### config.mk
export PLATFORM = sky130hd
export DESIGN_NAME = fwcl_way_logic
export DESIGN_NICKNAME = d
export VERILOG_FILES = /design/src/design/fwcl_pkg.sv /design/src/design/fwcl_way_logic.sv
export SDC_FILE = /design/constraint.sdc
export NUM_CORES = 1
export LEC_CHECK = 0
export ABC_AREA = 0
export BUFFER_PORTS_ARGS = -buffer_cell sky130_fd_sc_hd__clkbuf_2
export CORE_AREA = 2 2 280 282
export DETAILED_ROUTE_END_ITERATION = 8
export DIE_AREA = 0 0 282 284
export PLACE_DENSITY = 0.39
export RECOVER_POWER = 100
export SYNTH_ARGS = -nofsm -noshare
export SYNTH_HDL_FRONTEND = slang
export SYNTH_SLANG_ARGS = --single-unit
export TNS_END_PERCENT = 20
### constraint.sdc
create_clock -name vclk -period 24.7
set_input_delay 1.235 -clock vclk [all_inputs]
set_output_delay 1.235 -clock vclk [all_outputs]
set_load 0.02 [all_outputs]
### src/design/fwcl_pkg.sv
// Shared types and constants for the four-way LFU cache lookup.
// Used by the set memory, the way logic and the top level; depends on nothing.
package fwcl_pkg;

  localparam int unsigned LINES     = 256;
  localparam int unsigned WAYS      = 4;
  localparam int unsigned SETS      = LINES / WAYS;
  localparam int unsigned LINE_W    = $clog2(LINES);
  localparam int unsigned SET_W     = $clog2(SETS);
  localparam int unsigned WAY_W     = $clog2(WAYS);
  localparam int unsigned ADDR_W    = 32;
  localparam int unsigned WORD_W    = 32;
  localparam int unsigned TAG_W     = 30;
  localparam int unsigned CNT_W     = 16;
  localparam int unsigned TOTAL_W   = 32;

  localparam logic [CNT_W-1:0] LFU_LIMIT = CNT_W'(10000);
  localparam logic [CNT_W-1:0] COUNT_MAX = '1;

  typedef struct packed {
    logic              valid;
    logic [TAG_W-1:0]  tag;
    logic [CNT_W-1:0]  cnt;
    logic [WORD_W-1:0] word;
  } way_t;

  typedef way_t [WAYS-1:0] row_t;

  // Outcome of one lookup: hit flag, returned word and the row to write back.
  typedef struct packed {
    logic              hit;
    logic [WORD_W-1:0] data;
    row_t              row;
  } look_t;

  typedef enum logic {
    ST_IDLE,
    ST_LOOK
  } state_e;

endpackage

### src/design/fwcl_way_logic.sv
// Tag compare, use-count update and LFU victim choice over the four ways of a set.
// Depends on fwcl_pkg; purely combinational.
module fwcl_way_logic import fwcl_pkg::*; (
  input  row_t              row_i,
  input  logic [TAG_W-1:0]  tag_i,
  input  logic [WORD_W-1:0] fill_i,
  output look_t             look_o
);

  logic [CNT_W-1:0] least;
  logic [WAY_W-1:0] victim;

  always_comb begin
    look_o     = '0;
    look_o.row = row_i;
    least      = LFU_LIMIT;
    victim     = '0;
    for (int w = 0; w < WAYS; w++) begin
      if (!look_o.hit && row_i[w].valid && row_i[w].tag == tag_i) begin
        look_o.hit  = 1'b1;
        look_o.data = row_i[w].word;
        if (row_i[w].cnt != COUNT_MAX) begin
          look_o.row[w].cnt = row_i[w].cnt + CNT_W'(1);
        end
      end
      // Invalid ways take part with their stored count.
      if (row_i[w].cnt < least) begin
        least  = row_i[w].cnt;
        victim = WAY_W'(w);
      end
    end
    if (!look_o.hit) begin
      look_o.row[victim].valid = 1'b1;
      look_o.row[victim].tag   = tag_i;
      look_o.row[victim].cnt   = CNT_W'(1);
      look_o.row[victim].word  = fill_i;
      look_o.data              = fill_i;
    end
  end

endmodule

# Yosys cells after proc, flatten, opt, wreduce, memory -nomap -nowiden

Index checks and enable logic that the tools add are counted.

Register bits: 0
Bits of input ports: 378
Output and inout port bits: 349
Logic and storage cells: 60

Add/sub/neg operators: 4
Magnitude comparators: 6
Equality and inequality tests: 8
Multiplexer cells: 31
Reduce and logical (&&, ||, !) cells: 11

Operators by type and width:

| kind                  | number |
|---|---|
| $bwmux 316            | 4 |
| $demux 79 s2          | 4 |
| $mux 348              | 1 |
| $mux 16               | 11 |
| $mux 33               | 4 |
| $eq 30x30->1          | 4 |
| $mux 79               | 1 |
| $mux 78               | 1 |
| $add 16x1->16 const B | 4 |
| $ne 16x16->1 const B  | 4 |
| $lt 16x16->1          | 3 |
| $mux 48               | 1 |
| $mux 32               | 1 |
| $lt 16x14->1 const B  | 1 |
| $logic_and 1x1->1     | 8 |
| $mux 2                | 2 |
| $logic_not 1->1       | 3 |
| $lt 2x3->1 const B    | 1 |
| $ge 2x1->1 const B    | 1 |
| $mux 1                | 1 |

# Depth between registers and ports, before layout

Depth after elaboration: 20
Mapped depth: 34
Gate-level depth less buffers: 30

# Worst setup path after synthesis

Ideal clock, no wire load.

Kind: input-to-output
Start point: input row_i[47] in the netlist's numbering
End point: output look_o[263] in the netlist's numbering
Arrival: 8.401 ns
Data required time: 23.465 ns
Path slack: 15.064 ns
Stages: 31
Path buffers: 4
Path through: nor4_1 -> o21a_1 -> or2_1 -> clkbuf_1 -> nand2_1 -> ha_1 -> a21oi_1 -> o21ai_0 -> o21bai_1 -> o21bai_2 -> clkbuf_1 -> nor2_1 -> a31oi_1 -> ha_1 -> a21o_1 -> a21oi_1 -> o22ai_1 -> o21ai_0 -> nand4b_1 -> nor2_2 -> clkbuf_1 -> mux2_2 -> ha_1 -> a41oi_1 -> a21oi_1 -> o41ai_1 -> nor3b_1 -> nand2_1 -> o31ai_4 -> buf_4 -> mux2_2

RTL lines:

| what               | RTL line            | source |
|---|---|---|
| start: declaration | fwcl_way_logic.sv:4 | `input row_t row_i,` |
| end: declaration   | fwcl_way_logic.sv:7 | `output look_t look_o` |

==> flow_metrics.py <==
metrics = {
    "sta": {
        "achievable-frequency_mhz": 59.00,
        "min_period_over_period": 0.6862,
        "setup_tns_ns": 0,
        "layout_setup_ws_ns": 7.751,
        "worst_hold_slack_ns": 2.839,
        "final_period_minus_worst_setup_slack_ns": 16.95,
        "hold_viol_final": 0,
        "setup_viol": 0,
        "slew_viols_final": 284,
        "max_transition_margin": -1.382,
        "grt_setup_unrepaired": "no",
        "max_slew.worst_pin.slew_ns": 3.573,
    },
    "route": {
        "dr_total_vias": 12780,
        "drt_wl_total_um": 73350,
        "met3_wire_len_um": 4591,
        "vias_per_cell": 4.357,
        "highest-signal-layer": "met5",
        "drt.antenna.violating_nets": 0,
        "routedWlPerCell_um": 25.01,
        "detail_route.drc_violations": 0,
        "wl_met2_um": 34980,
        "drt-initial-drc-count": 720,
        "routedLengthMet1_um": 31770,
        "firstDrtPassIters": 5,
    },
    "power": {
        "peakVddDrop_v": 0.00001958,
        "power.static_leakage_nw": 5.370,
        "power_density_nw_per_um2": 36.94,
        "p_total_mw": 0.5015,
    },
    "placement": {
        "place.gp.congestion": 0.9286,
        "placement.setup.worst_slack_ns": 11.67,
        "post-place-cells": 2927,
        "port-buffer-count": 727,
        "hpwl_um": 62520,
        "dpl_cell_area_um2": 14110,
    },
    "die": {
        "die_w_um": 282,
        "initial_utilization": 0.1249,
        "core_area_um2": 76960,
        "floorplan_die_area_um2": 80090,
        "fp.dieH_um": 284,
        "rows": 102,
        "io_pins": 727,
    },
    "setup_path": {
        "slowest_stage": "sky130_fd_sc_hd__clkbuf_1",
        "timing.critical_path.depth": 30,
        "path_class": "primary input to output pin",
        "cp_slowest_stage_delay_ns": 2.49,
        "worst_setup_path_end_kind": "output pin",
        "critical_path_required_ns": 23.47,
        "crit_buf_inv": 5,
        "cp_data_arrival_time_ns": 15.71,
        "worstSetupStartpointType": "primary input",
        "critical_path.top_delay_family": "buffers and inverters",
        "timing.critical_path.fanout_max": 55,
    },
    "layout": {
        "most-common-layout-cells": "sky130_fd_sc_hd__clkbuf_2, sky130_fd_sc_hd__clkbuf_1, sky130_fd_sc_hd__mux2_2, sky130_fd_sc_hd__xnor2_1, sky130_fd_sc_hd__mux2_1",
        "final-seq-area_um2": 0,
        "layout.cells.non_filler": 2933,
        "final_area_um2": 13580,
        "drive_gt1_frac": 0.3323,
        "clk_buf_instances": 0,
        "nets": 2316,
        "layout.cells.most_common": "sky130_fd_sc_hd__clkbuf_2",
        "post_synthesis_to_final_layout_area_growth_pct": 41.22,
        "seq_cells": 0,
        "postLayoutCoreUtil": 0.1764,
        "num-fill-cells": 9116,
    },
    "global_route": {
        "grt_use_total": 0.1695,
        "grt.overflow.total": 0,
        "grt_start_max_net_pins": 70,
        "via_count_of_the_first_global_routing_pass": 12470,
        "grt_pass1_wl_um": 98060,
        "initial_antenna_violation_count": 19,
    },
    "min_path": {
        "hold-path-cell-count": 3,
        "worstHoldPathType": "primary input to output pin",
    },
    "synth": {
        "ys_top_cells_by_area": "sky130_fd_sc_hd__mux2_2, sky130_fd_sc_hd__xnor2_1, sky130_fd_sc_hd__mux2_4",
        "ys_seq_area_frac": 0,
        "yosys_warnings": 0,
        "xor_xnor_share_of_the_synthesized_area": 0.1467,
        "synth_simple_gate_area_frac": 0.2464,
        "syn_area_um2": 9613,
        "synthAdderAreaFrac": 0.06378,
        "synthDominantAreaCellType": "sky130_fd_sc_hd__mux2_2",
        "dominant_combinational_cell_family_by_area_after_synthesis": "multiplexers",
        "synth.avg_cell_area_um2": 7.734,
        "syn-instance-count": 1243,
        "portion_of_netlist_area_occupied_by_mux_cells": 0.3614,
        "post-synth-top-area-fraction": 0.1863,
        "post_synth_cell_types": 71,
        "compound_gate_fraction_of_synth_area": 0.1097,
    },
    "clock_network": {
        "post-cts-setup-buffer-count": 0,
        "ctsHoldBuffers": 0,
        "cts_repair_resize_count": 0,
    },
    "run_status": {
        "status": "finished, violations left",
        "violations_in_the_final_reports": "capacitance limit, slew limit",
    },
    "job": {
        "drv.max_cap_violation_count": 9,
    },
}
-- final timing paths --
| check | from | to | slack, ns |
|---|---|---|---|
| max | row_i[47] | look_o[312] | 7.75 |
| min | row_i[20] | look_o[20] | 2.84 |
-- cell families after synthesis --
logic type	after synthesis
compound gates	171
xor+xnor	161
fa+ha+maj	49
buf+inv	122
mux	296
other cells	1
simple gates	443
-- power by group --
part           leakage (nW)  switching, mW  internal [mW]
Combinational          5.37          0.326          0.175
Clock             0.0000411              0   0.0000000276
Sequential                0              0              0
Total                  5.37          0.326          0.175
-- cell type report --
| class | instances | area (um^2) | share of cell area |
|---|---|---|---|
| multi-input combinational | 1122 | 8815 | 0.6493 |
| timing repair buffer | 742 | 3358 | 0.2474 |
| tap | 1040 | 1301 | 0.09585 |
| inverter | 23 | 86.33 | 0.006359 |
| antenna | 6 | 15.01 | 0.001106 |
-- cells in the mapped netlist, types with 7 or more instances --
cell / n
sky130_fd_sc_hd__mux2_2: 159
sky130_fd_sc_hd__xnor2_1: 137
sky130_fd_sc_hd__nor2_1: 89
sky130_fd_sc_hd__nand2_1: 77
sky130_fd_sc_hd__nand3_1: 71
sky130_fd_sc_hd__o21ai_0: 68
sky130_fd_sc_hd__nand4_1: 65
sky130_fd_sc_hd__mux2_1: 62
sky130_fd_sc_hd__ha_1: 49
sky130_fd_sc_hd__mux2_4: 47
sky130_fd_sc_hd__a21oi_1: 40
sky130_fd_sc_hd__buf_2: 37
sky130_fd_sc_hd__clkbuf_1: 30
sky130_fd_sc_hd__mux2i_1: 28
sky130_fd_sc_hd__xor2_1: 24
sky130_fd_sc_hd__buf_6: 23
sky130_fd_sc_hd__nor4_1: 23
sky130_fd_sc_hd__and3_1: 22
sky130_fd_sc_hd__inv_1: 22
sky130_fd_sc_hd__nor3_1: 19
sky130_fd_sc_hd__nand3b_1: 15
sky130_fd_sc_hd__o22ai_1: 14
sky130_fd_sc_hd__and4_1: 9
sky130_fd_sc_hd__a31oi_1: 8
sky130_fd_sc_hd__and2_1: 8
sky130_fd_sc_hd__a21o_1: 7
-- tightest hold or removal path, cell delays in order --
cell	delay, ns
sky130_fd_sc_hd__clkbuf_2	0.09
sky130_fd_sc_hd__mux2_1	0.12
sky130_fd_sc_hd__clkbuf_2	0.16
-- layer usage --
layer | up-vias | GRT usage
met5 | - | 0
met4 | 16 | 0.04003
met3 | 83 | 0.02486
met2 | 554 | 0.2947
met1 | 6197 | 0.2178
li1 | 5930 | -
No activity file was read; power rests on OpenSTA's default activity.
